<file path="config.mk">
export PLATFORM = sky130hd
export DESIGN_NAME = array_autocorrelation_unit
export DESIGN_NICKNAME = d
export VERILOG_FILES = /design/src/rtl/acorr_pkg.sv /design/src/rtl/array_autocorrelation_unit.sv
export SDC_FILE = /design/constraint.sdc
export NUM_CORES = 2
export LEC_CHECK = 0
export ABC_AREA = 1
export BUFFER_PORTS_ARGS = -buffer_cell sky130_fd_sc_hd__buf_2
export CAP_MARGIN = 20
export CORE_ASPECT_RATIO = 0.9
export CORE_MARGIN = 2
export CORE_UTILIZATION = 50
export DETAILED_ROUTE_END_ITERATION = 10
export GPL_ROUTABILITY_DRIVEN = 0
export HOLD_SLACK_MARGIN = 0.06
export PLACE_DENSITY = 0.65
export SYNTH_ARGS = -nofsm -noshare
export SYNTH_HDL_FRONTEND = slang
export SYNTH_SLANG_ARGS = --single-unit
</file>
<file path="constraint.sdc">
create_clock -name clock -period 6.1 [get_ports clock]
set_input_delay 0.915 -clock clock [delete_from_list [all_inputs] [get_ports clock]]
set_output_delay 0.915 -clock clock [all_outputs]
set_load 0.01 [all_outputs]
</file>
<file path="src/rtl/acorr_pkg.sv">
// acorr_pkg: shared types and fixed constants for the array autocorrelation unit
// no dependencies

package acorr_pkg;

   // fixed field widths of the ports
   localparam int SAMPLE_W = 16;
   localparam int LIMIT_W  = 7;
   localparam int LAG_W    = 6;
   localparam int COEF_W   = 32;

   // restoring divider: one integer bit and thirty fraction bits
   localparam int DIV_STEPS = 31;
   localparam int STEP_W    = 5;

   localparam logic signed [COEF_W-1:0] ONE_Q30 = 32'sd1073741824;

   typedef enum logic [4:0] {
      ST_IDLE = 5'b00001,
      ST_ACC  = 5'b00010,
      ST_LOAD = 5'b00100,
      ST_DIV  = 5'b01000,
      ST_OUT  = 5'b10000
   } acorr_state_type;

endpackage

</file>
<file path="src/rtl/array_autocorrelation_unit.sv">
// array_autocorrelation_unit: normalized sample autocorrelation of one array
// depends on acorr_pkg
//
//   channel  | ports                                              | handshake
//   ---------+----------------------------------------------------+------------------------
//   request  | req_sample, req_lag_limit, req_last                | start high, busy low
//   response | rsp_lag_index, rsp_coefficient, rsp_undefined,     | rsp_strobe, one cycle,
//            | rsp_truncated, rsp_final_result                    | no back pressure
//
// a word without last is stored, or marks the array truncated once the store is full, and busy stays low.
// a word with last starts the lags, unless no lag is to be emitted; each lag
// runs through the single multiply-accumulate pipe and then the bit-serial
// divider, one lag after the other.
// reset clears the control state; the sample memory is never cleared,
// only entries written for the current array are read.
// the receiver cannot stall: each coefficient shows for one cycle.

module array_autocorrelation_unit
   import acorr_pkg::*;
#(
   parameter int MAX_LEN     = 64,
   parameter int SAMPLE_BITS = 16
) (
   input  logic                       clock,
   input  logic                       reset,
   input  logic                       start,
   output logic                       busy,
   input  logic signed [SAMPLE_W-1:0] req_sample,
   input  logic [LIMIT_W-1:0]         req_lag_limit,
   input  logic                       req_last,
   output logic                       rsp_strobe,
   output logic [LAG_W-1:0]           rsp_lag_index,
   output logic signed [COEF_W-1:0]   rsp_coefficient,
   output logic                       rsp_undefined,
   output logic                       rsp_truncated,
   output logic                       rsp_final_result
);

   // widths derived from the store depth and the sample size
   localparam int ADDR_W = (MAX_LEN > 1) ? $clog2(MAX_LEN) : 1;
   localparam int CNT_W  = $clog2(MAX_LEN + 1);
   localparam int SUM_W  = SAMPLE_BITS + CNT_W;
   // centred value n*x - S is a sum of n-1 sample differences
   localparam int D_W    = SAMPLE_BITS + ADDR_W + 1;
   localparam int P_W    = 2 * D_W;
   localparam int ACC_W  = 2 * D_W + ADDR_W;
   localparam int NX_W   = SAMPLE_BITS + CNT_W + 1;

   // sample memory, two registered read ports
   logic signed [SAMPLE_BITS-1:0] store_mem [MAX_LEN];
   logic signed [SAMPLE_BITS-1:0] rd_a_ff, rd_b_ff;

   acorr_state_type state_ff, state_in;

   // array bookkeeping
   logic [CNT_W-1:0]              count_ff, count_in;
   logic signed [SUM_W-1:0]       sum_ff, sum_in;
   logic signed [SAMPLE_BITS-1:0] first_ff, first_in;
   logic                          same_ff, same_in;
   logic                          ovf_ff, ovf_in;
   logic [CNT_W-1:0]              lim_ff, lim_in;

   // lag loop and mac pipe
   logic [ADDR_W-1:0]             k_ff, k_in;
   logic [ADDR_W-1:0]             t_ff, t_in;
   logic                          issued_ff, issued_in;
   logic                          v1_ff, v1_in, v2_ff, v2_in, v3_ff, v3_in;
   logic signed [D_W-1:0]         d_a_ff, d_a_in, d_b_ff, d_b_in;
   logic signed [P_W-1:0]         prod_ff, prod_in;
   logic signed [ACC_W-1:0]       acc_ff, acc_in;
   logic [ACC_W-1:0]              var_ff, var_in;

   // divider
   logic [ACC_W:0]                rem_ff, rem_in;
   logic [COEF_W-1:0]             q_ff, q_in;
   logic [STEP_W-1:0]             step_ff, step_in;
   logic                          neg_ff, neg_in;

   // output word
   logic                          strobe_ff, strobe_in;
   logic [LAG_W-1:0]              lag_ff, lag_in;
   logic signed [COEF_W-1:0]      coef_ff, coef_in;
   logic                          undef_ff, undef_in;
   logic                          trunc_ff, trunc_in;
   logic                          final_ff, final_in;

   // combinational helpers
   logic                          accept;
   logic                          full;
   logic                          wr_en;
   logic signed [SAMPLE_BITS-1:0] x_new;
   logic [CNT_W-1:0]              cnt_new;
   logic [CNT_W-1:0]              lim_new;
   logic [ADDR_W-1:0]             addr_b;
   logic signed [NX_W-1:0]        nx_a, nx_b;
   logic [ACC_W-1:0]              mag;
   logic [ACC_W:0]                trial;
   logic                          qbit;
   logic                          round_up;
   logic [COEF_W-1:0]             q_rnd;
   logic                          undef_now;
   logic                          last_lag;

   assign busy   = (state_ff != ST_IDLE);
   assign accept = start && !busy;
   assign full   = (count_ff == CNT_W'(MAX_LEN));
   assign x_new  = req_sample[SAMPLE_BITS-1:0];
   assign wr_en  = accept && !full;
   assign addr_b = t_ff + k_ff;

   // samples kept after this word, and lags to emit
   assign cnt_new = full ? count_ff : count_ff + CNT_W'(1);
   assign lim_new = (req_lag_limit > LIMIT_W'(cnt_new)) ? cnt_new : CNT_W'(req_lag_limit);

   // centred values: n*x - S
   assign nx_a = $signed({1'b0, count_ff}) * rd_a_ff;
   assign nx_b = $signed({1'b0, count_ff}) * rd_b_ff;

   assign mag       = acc_ff[ACC_W-1] ? ACC_W'(-acc_ff) : ACC_W'(acc_ff);
   assign trial     = (step_ff == '0) ? rem_ff : {rem_ff[ACC_W-1:0], 1'b0};
   assign qbit      = (trial >= {1'b0, var_ff});
   assign round_up  = ({rem_ff, 1'b0} >= {2'b00, var_ff});
   assign q_rnd     = q_ff + COEF_W'(round_up);
   assign undef_now = same_ff || (var_ff == '0);
   assign last_lag  = ((CNT_W'(k_ff) + CNT_W'(1)) == lim_ff);

   always_comb begin
      state_in  = state_ff;
      count_in  = count_ff;
      sum_in    = sum_ff;
      first_in  = first_ff;
      same_in   = same_ff;
      ovf_in    = ovf_ff;
      lim_in    = lim_ff;
      k_in      = k_ff;
      t_in      = t_ff;
      issued_in = issued_ff;
      var_in    = var_ff;
      rem_in    = rem_ff;
      q_in      = q_ff;
      step_in   = step_ff;
      neg_in    = neg_ff;
      strobe_in = 1'b0;
      lag_in    = lag_ff;
      coef_in   = coef_ff;
      undef_in  = undef_ff;
      trunc_in  = trunc_ff;
      final_in  = final_ff;

      // mac pipe: read, centre, multiply, accumulate
      v1_in   = (state_ff == ST_ACC) && !issued_ff;
      v2_in   = v1_ff;
      v3_in   = v2_ff;
      d_a_in  = D_W'(nx_a) - D_W'(sum_ff);
      d_b_in  = D_W'(nx_b) - D_W'(sum_ff);
      prod_in = d_a_ff * d_b_ff;
      acc_in  = v3_ff ? acc_ff + ACC_W'(prod_ff) : acc_ff;

      case (state_ff)
         ST_IDLE: begin
            if (accept) begin
               if (!full) begin
                  count_in = count_ff + CNT_W'(1);
                  sum_in   = sum_ff + SUM_W'(x_new);
                  if (count_ff == '0) begin
                     first_in = x_new;
                  end else if (x_new != first_ff) begin
                     same_in = 1'b0;
                  end
               end else begin
                  ovf_in = 1'b1;
               end
               if (req_last) begin
                  if (lim_new == '0) begin
                     // array ends with no coefficients
                     count_in = '0;
                     sum_in   = '0;
                     same_in  = 1'b1;
                     ovf_in   = 1'b0;
                  end else begin
                     lim_in    = lim_new;
                     k_in      = '0;
                     t_in      = '0;
                     issued_in = 1'b0;
                     acc_in    = '0;
                     state_in  = ST_ACC;
                  end
               end
            end
         end
         ST_ACC: begin
            if (!issued_ff) begin
               t_in = t_ff + ADDR_W'(1);
               if ((CNT_W'(t_ff) + CNT_W'(k_ff)) == (count_ff - CNT_W'(1))) begin
                  issued_in = 1'b1;
               end
            end else if (!v1_ff && !v2_ff && !v3_ff) begin
               // lag zero sum is the variance
               if (k_ff == '0) begin
                  var_in = ACC_W'(acc_ff);
               end
               state_in = ST_LOAD;
            end
         end
         ST_LOAD: begin
            neg_in   = acc_ff[ACC_W-1];
            rem_in   = {1'b0, (mag > var_ff) ? var_ff : mag};
            q_in     = '0;
            step_in  = '0;
            state_in = ST_DIV;
         end
         ST_DIV: begin
            rem_in  = qbit ? trial - {1'b0, var_ff} : trial;
            q_in    = {q_ff[COEF_W-2:0], qbit};
            step_in = step_ff + STEP_W'(1);
            if (step_ff == STEP_W'(DIV_STEPS - 1)) begin
               state_in = ST_OUT;
            end
         end
         ST_OUT: begin
            strobe_in = 1'b1;
            lag_in    = LAG_W'(k_ff);
            undef_in  = undef_now;
            trunc_in  = ovf_ff;
            final_in  = last_lag;
            if (undef_now) begin
               coef_in = '0;
            end else if (q_rnd > COEF_W'(ONE_Q30)) begin
               coef_in = neg_ff ? -ONE_Q30 : ONE_Q30;
            end else begin
               coef_in = neg_ff ? -$signed(q_rnd) : $signed(q_rnd);
            end
            if (last_lag) begin
               count_in = '0;
               sum_in   = '0;
               same_in  = 1'b1;
               ovf_in   = 1'b0;
               state_in = ST_IDLE;
            end else begin
               k_in      = k_ff + ADDR_W'(1);
               t_in      = '0;
               issued_in = 1'b0;
               acc_in    = '0;
               state_in  = ST_ACC;
            end
         end
         default: begin
            state_in = ST_IDLE;
         end
      endcase
   end

   // sample memory: writes only while idle; the read ports run every cycle,
   // but their data is used only in the lag loop
   always_ff @(posedge clock) begin
      if (wr_en) begin
         store_mem[count_ff[ADDR_W-1:0]] <= x_new;
      end
      rd_a_ff <= store_mem[t_ff];
      rd_b_ff <= store_mem[addr_b];
   end

   // control state
   always_ff @(posedge clock) begin
      if (reset) begin
         state_ff  <= ST_IDLE;
         count_ff  <= '0;
         sum_ff    <= '0;
         same_ff   <= 1'b1;
         ovf_ff    <= 1'b0;
         issued_ff <= 1'b0;
         v1_ff     <= 1'b0;
         v2_ff     <= 1'b0;
         v3_ff     <= 1'b0;
         strobe_ff <= 1'b0;
      end else begin
         state_ff  <= state_in;
         count_ff  <= count_in;
         sum_ff    <= sum_in;
         same_ff   <= same_in;
         ovf_ff    <= ovf_in;
         issued_ff <= issued_in;
         v1_ff     <= v1_in;
         v2_ff     <= v2_in;
         v3_ff     <= v3_in;
         strobe_ff <= strobe_in;
      end
   end

   // datapath
   always_ff @(posedge clock) begin
      first_ff <= first_in;
      lim_ff   <= lim_in;
      k_ff     <= k_in;
      t_ff     <= t_in;
      d_a_ff   <= d_a_in;
      d_b_ff   <= d_b_in;
      prod_ff  <= prod_in;
      acc_ff   <= acc_in;
      var_ff   <= var_in;
      rem_ff   <= rem_in;
      q_ff     <= q_in;
      step_ff  <= step_in;
      neg_ff   <= neg_in;
      lag_ff   <= lag_in;
      coef_ff  <= coef_in;
      undef_ff <= undef_in;
      trunc_ff <= trunc_in;
      final_ff <= final_in;
   end

   assign rsp_strobe       = strobe_ff;
   assign rsp_lag_index    = lag_ff;
   assign rsp_coefficient  = coef_ff;
   assign rsp_undefined    = undef_ff;
   assign rsp_truncated    = trunc_ff;
   assign rsp_final_result = final_ff;

`ifndef ASSERT_OFF
   // a coefficient only comes out of a running array
   a_strobe_after_busy: assert property (@(posedge clock) disable iff (reset)
      rsp_strobe |-> $past(busy))
      else $error("coefficient without a running array");

   // the last coefficient hands the unit back
   a_final_frees: assert property (@(posedge clock) disable iff (reset)
      rsp_strobe && rsp_final_result |-> !busy)
      else $error("still busy after the final coefficient");

   // normalized result stays within plus and minus one
   a_coef_range: assert property (@(posedge clock) disable iff (reset)
      rsp_strobe |-> (rsp_coefficient <= ONE_Q30) && (rsp_coefficient >= -ONE_Q30))
      else $error("coefficient out of range");

   // zero variance gives a zero coefficient
   a_undef_zero: assert property (@(posedge clock) disable iff (reset)
      rsp_strobe && rsp_undefined |-> (rsp_coefficient == '0))
      else $error("undefined coefficient not zero");
`endif

endmodule
</file>
### Yosys cells after proc, flatten, opt, wreduce, memory -nomap -nowiden

Memory sizes are Yosys's and may differ from the RTL's. A register that Yosys moved wholly into a read port is not among the register bits.
Cells that the tools add are included.

| operators by class | value |
|---|---|
| add/subtract/negate cells | 16 |
| multiply operators | 3 |
| $lt $le $gt $ge | 5 |
| eq/ne operators | 20 |
| mux-type cells | 69 |
| bitwise operators | 2 |
| reductions and logical operators | 28 |

Operator list:

| kind | count |
|---|---|
| 52-bit 2-to-1 mux | 7 |
| 23-bit 2-to-1 mux | 5 |
| 53-bit 2-to-1 mux | 2 |
| 53-bit one-hot mux with 2 select lines | 1 |
| 52-bit one-hot mux with 2 select lines | 1 |
| 32-bit 2-to-1 mux | 3 |
| 32-bit one-hot mux with 2 select lines | 1 |
| 54-bit by 52-bit greater-or-equal comparator with 1-bit output | 1 |
| 53-bit by 52-bit greater-or-equal comparator with 1-bit output | 1 |
| 53-bit by 52-bit subtractor with 53-bit output | 1 |
| 52-bit by 46-bit adder with 52-bit output | 1 |
| 52-bit greater-than comparator | 1 |
| 52-bit logical NOT | 1 |
| 52-bit negator | 1 |
| 23-bit by 23-bit multiplier with 46-bit output | 1 |
| 8-bit by 16-bit multiplier with 23-bit output | 2 |
| 23-bit one-hot mux with 2 select lines | 1 |
| 23-bit subtractor | 2 |
| 7-bit 2-to-1 mux | 6 |
| 6-bit 2-to-1 mux | 6 |
| 32-bit by 1-bit adder with 32-bit output | 1 |
| 32-bit by 31-bit greater-than comparator with 1-bit output, second input constant | 1 |
| 32-bit negator | 1 |
| 5-bit 2-to-1 mux | 6 |
| 42 further kinds | 89 |

| word-level totals | value |
|---|---|
| register bits after elaboration | 405 |
| bits in writable memories | 1024 |
| input port bits | 27 |
| output and inout bits | 43 |
| word-level logic and storage cells | 172 |
| memories kept | 1 |

Memory list:

| memory | depth | width | read ports | clocked after Yosys merged registers in | write ports | line | RTL |
|---|---|---|---|---|---|---|---|
| store_mem | 64 | 16 | 2 | 2 | 1 | array_autocorrelation_unit.sv:50 | `logic signed [SAMPLE_BITS-1:0] store_mem [MAX_LEN];` |

### Logic depth before layout (Yosys ltp)

| depth | value |
|---|---|
| depth after elaboration | 9 |
| gate-level depth with buffers | 29 |
| depth with buffers taken out | 27 |

### Worst setup path before layout

Ideal clock, no wire load.

| path | value |
|---|---|
| kind | reg-to-reg |
| from | register d_a_ff[22] |
| to | register prod_ff[40] |
| setup time | 0.072 ns |
| arrival time | 6.320 ns |
| required time | 6.028 ns |
| setup slack | -0.291 ns |
| stages on the path, launching flop included | 25 |
| buffers on the path | 1 |
| period minus slack after synthesis | 6.391 ns |
| cell sequence | dfxtp_1 -> clkbuf_1 -> nand2_1 -> inv_1 -> fa_1 -> inv_1 -> fa_1 -> inv_1 -> fa_1 -> inv_1 -> fa_1 -> fa_1 -> fa_1 -> fa_1 -> inv_1 -> ha_1 -> nand2_1 -> nor2_1 -> inv_1 -> nor4_1 -> nand3_1 -> nand3_1 -> nand2_1 -> nand2_1 -> xor2_1 |

| between the ends | value |
|---|---|
| word-level cells in the longest chain between the ends | 1 |

Ends and longest elaborated chain:

| what | line | RTL |
|---|---|---|
| from (decl) | array_autocorrelation_unit.sv:68 | `logic signed [D_W-1:0] d_a_ff, d_a_in, d_b_ff, d_b_in;` |
| from (signal assigned) | array_autocorrelation_unit.sv:296 | `d_a_ff <= d_a_in;` |
| 23-bit by 23-bit multiplier with 46-bit output | array_autocorrelation_unit.sv:156 | `prod_in = d_a_ff * d_b_ff;` |
| named net prod_in[40] | array_autocorrelation_unit.sv:69 | `logic signed [P_W-1:0] prod_ff, prod_in;` |
| to (signal assigned) | array_autocorrelation_unit.sv:298 | `prod_ff <= prod_in;` |
| to (decl) | array_autocorrelation_unit.sv:69 |  |

The timed path passes the listed nets, and every way through them passes these cells.
A chain may end at the register's enable or synchronous reset.

### Worst setup path after layout

| path | value |
|---|---|
| from | register d_b_ff[22] |
| to | register prod_ff[45] |

| between the ends | value |
|---|---|
| word-level cells in the longest chain between the ends | 1 |

Ends and longest elaborated chain:

| what | line | RTL |
|---|---|---|
| from (decl) | array_autocorrelation_unit.sv:68 |  |
| from (signal assigned) | array_autocorrelation_unit.sv:297 | `d_b_ff <= d_b_in;` |
| 23-bit by 23-bit multiplier with 46-bit output | array_autocorrelation_unit.sv:156 |  |
| named net prod_in[45] | array_autocorrelation_unit.sv:69 |  |

The timed path passes the listed nets, and every way through them passes these cells.

==> metrics.md <==
| Metric | Value |
|---|---|
| Grt met2 use | `50.9%` |
| Final WL | `393000 µm` |
| Layout Nets | `15100` |
| Final WS setup | `-0.107 ns` |
| Total track usage | `33.5%` |
| Crit end category | `flop` |
| Reg area | `41800 µm²` |
| Synth Warn # | `0` |
| Critical Path Most Common Cell | `fa_1` |
| Fin crit period | `6.21 ns` |
| Detailed Place HPWL | `282000 µm` |
| Top FF cell, synth | `edfxtp_1` |
| Initial antenna violation count | `28` |
| Chip width | `505 µm` |
| Htree depth | `4` |
| Final TNS setup | `-0.510 ns` |
| Post-synth cell types | `59` |
| Port Buffers | `69` |
| Area delta synth->final | `12.6%` |
| Clk Latency, worst-skew pair | `0.86 ns` |
| Top Ports | `70` |
| Mapped Nets | `14900` |
| Status | `finished, violations left` |
| Syn Area/Cell | `8.29 µm²` |
| Mapped Area | `113000 µm²` |
| CP max stage delay | `0.63 ns` |
| Pre-CTS setup slack | `-0.445 ns` |
| Failing checks | `negative setup slack` |
| Die ar. | `230000 µm²` |
| Synth area leader | `edfxtp_1` |
| Post-synth EDFFs | `1243` |
| DR iter-0 viols | `13400` |
| DRC viols | `0` |
| Worst-case clock buffer depth | `3` |
| Clock Skew | `0.0667 ns` |
| Hold Crit Start | `v2_ff$_SDFF_PP0_` |
| WS Path Type | `flop to flop` |
| CP Cell Sequence | `inv_2 > or2_4 > fa_1 > fa_1 > inv_2 > fa_1 > fa_1 > fa_1 > fa_1 > inv_2 > fa_1 > inv_2 > ha_4 > nand2_4 > nor2_4 > inv_2 > buf_4 > buf_6 > nor3_4 > nand3_2 > or3_4 > nand3_2 > xor2_1` |
| R2r endpoint | `prod_ff[45]$_DFF_P_` |
| CP max-delay cell | `fa_1` |
| Vias in the first global route | `98000` |
| ANT nets after route | `0` |
| CTS tree | `yes` |
| R2r startpoint | `d_b_ff[22]$_DFF_P_` |
| Hold path depth | `2` |
| Most area-consuming cells after synthesis | `edfxtp_1 33%, fa_1 14%, inv_1 8.1%, nand2_1 7.7%, o21ai_0 6.0%` |
| Num CTS Buffers | `163` |
| Final hold violations | `0` |
| Crit path from | `d_b_ff[22]$_DFF_P_` |
| Setup violators final | `10` |
| Max Fclk | `161 MHz` |
| Share of layout cells above drive strength 1 | `10.2%` |
| Worst min path class | `flop to flop` |
| Fin. max-slew vios | `0` |
| DRT Pass-1 Iters | `9` |
| Synthesized instance count | `13600` |
| Slew margin rel. | `19.7%` |
| Worst EP required | `6.89 ns` |
| Initial Utilization | `50.2%` |
| Core region area | `225000 µm²` |
| Multi-input logic area | `60800 µm²` |
| DR vias | `101000` |
| Global-route met1 utilization | `45.0%` |
| # fillers | `20000` |
| Gr busiest metal | `met2` |
| Clock root cell | `clkbuf_16` |
| Synth top area share | `33.1%` |
| FP Rows | `165` |
| Die height | `455 µm` |
| Hold EP | `v3_ff$_SDFF_PP0_` |
| RSZ-0062 raised after global routing | `yes` |
| Met3 Use GR | `8.12%` |
| WL/cell | `23.2 µm` |
| Worst-path clk slew | `0.06 ns` |
| Number of synthesized register bits | `1461` |
| First-pass GRT wire length | `591000 µm` |
| Slew at the pin closest to its max-slew limit | `1.20 ns` |
| Vias/cell | `5.97` |
| Final period util | `102%` |
| Flop-to-flop setup slack | `-0.11 ns` |
| Share of flip-flops with an asynchronous set or reset | `0%` |
| WP data arrival | `6.99 ns` |
| Maximum Capacitance Violations | `0` |
| Clock sinks | `1461` |
| Seq/Total Area, Yosys | `36.9%` |
| Cell depth of the worst flop-to-flop path | `23` |
| # hold bufs at CTS | `0` |
| Pin count of the biggest net entering global routing | `213` |
| Crit Path Max Fanout | `2` |
| Overflow after GRT | `0` |
| Worst setup SP type | `flop` |
-- cell type report --
type / count / area share, %
repair buffers: 695 / 4.75
clock inverters: 96 / 0.801
multi-input cells: 9021 / 47.9
flip-flops and latches: 1461 / 32.9
clock buffers: 203 / 3.39
well taps: 3006 / 2.96
diodes: 8 / 0.0158
inverters: 2464 / 7.30
-- critical path: cells and delay by family (launching register included) --
family | cells | cell delay, ns
xor gates and xnor gates | 1 | 0.12
adders and majority gates | 8 | 4.00
buffers and inverters | 7 | 0.50
DFF | 1 | 0.37
and+or+nand+nor | 7 | 1.14
-- routing by layer --
| metal | share of wire, % | vias up |
|---|---|---|
| met1 | 39 | 48800 |
| met2 | 43 | 6219 |
| li1 | - | 45100 |
| met5 | 0.047 | - |
| met3 | 12 | 1126 |
| met4 | 5.7 | 20 |
-- per-stage QoR --
stage	instance area (µm²)	hold WS (ns)	utilization [%]	instances
final	127000	0.419	56.6	17000
after global routing	127000	0.447	56.6	16900
after CTS	126000	0.425	56.0	16900
after detailed placement	119000	0.417	53.1	16600
after global placement	119000	0.406	53.1	16600
after floorplan	113000	0.403	-	13600
-- registers in the layout, indices dropped and copies added (netlist names), 5 cells and up --
signal / cells
q_ff: 32
count_ff: 7
store_mem: 1024
rd_b_ff: 16
first_ff: 16
t_ff: 6
d_b_ff: 23
rsp_lag_index: 6
sum_ff: 23
rem_ff: 53
k_ff: 6
lim_ff: 7
state_ff: 5
d_a_ff: 23
rsp_coefficient: 32
acc_ff: 52
var_ff: 52
prod_ff: 46
step_ff: 5
rd_a_ff: 16
-- repair_timing --
item                       4_1_cts  5_1_grt
pin swaps                      108      158
setup buffers                   47       22
setup endpoints to repair       29       32
resized for setup              248      262
gates cloned                     2        0
-- placed cells by master, fill, tap and decap left out, drive strengths merged, types with 4 or more instances in the layout --
master	instances
inv	2470
nand2	2315
o21ai	1359
edfxtp	1243
nor2	1036
a21oi	1002
nand3	875
fa	775
buf	695
ha	480
o211ai	395
dfxtp	218
clkbuf	203
nand4	177
xor2	157
xnor2	91
clkinv	71
nor3	67
a31oi	40
o21bai	39
or2	33
a21o	23
nor4	18
a311oi	17
mux2i	17
a32o	16
nand3b	15
o21a	11
bufinv	11
a21boi	11
a211oi	10
diode	8
clkinvlp	8
o31ai	6
a221oi	6
o2111ai	4
o22ai	4
and3	4
o221ai	4
-- synth_stat cells, types with 91 or more instances --
cell      count
dfxtp_1     218
ha_1        480
nand2_1    2305
nand3_1     869
nand4_1     176
inv_1      2447
fa_1        775
edfxtp_1   1243
xor2_1      157
clkbuf_1    495
nor2_1     1006
o21ai_0    1347
o211ai_1    395
xnor2_1      91
a21oi_1    1002
-- how the worst max path moves through the flow --
stage	end	slack, ns
after floorplan	prod_ff[40]$_DFF_P_	-0.01
after global placement	prod_ff[41]$_DFF_P_	-0.46
after detailed placement	prod_ff[41]$_DFF_P_	-0.45
after CTS	prod_ff[37]$_DFF_P_	-0.1
after global routing	prod_ff[37]$_DFF_P_	-0.32
final	prod_ff[45]$_DFF_P_	-0.11
-- logic make-up after synthesis --
| family | share of synthesized area [%] |
|---|---|
| flip-flops | 36.9 |
| AO/OA/AOI/OAI | 14.4 |
| AND/OR/NAND/NOR | 16.9 |
| buffers and inverters | 10.5 |
| XOR/XNOR | 1.94 |
| multiplexers | 0.151 |
| adder cells (fa/ha/maj) | 19.1 |
Power is left out: the tool's default activity adds up to more than one toggle a clock period on the data nets, which glitch-free logic cannot reach.
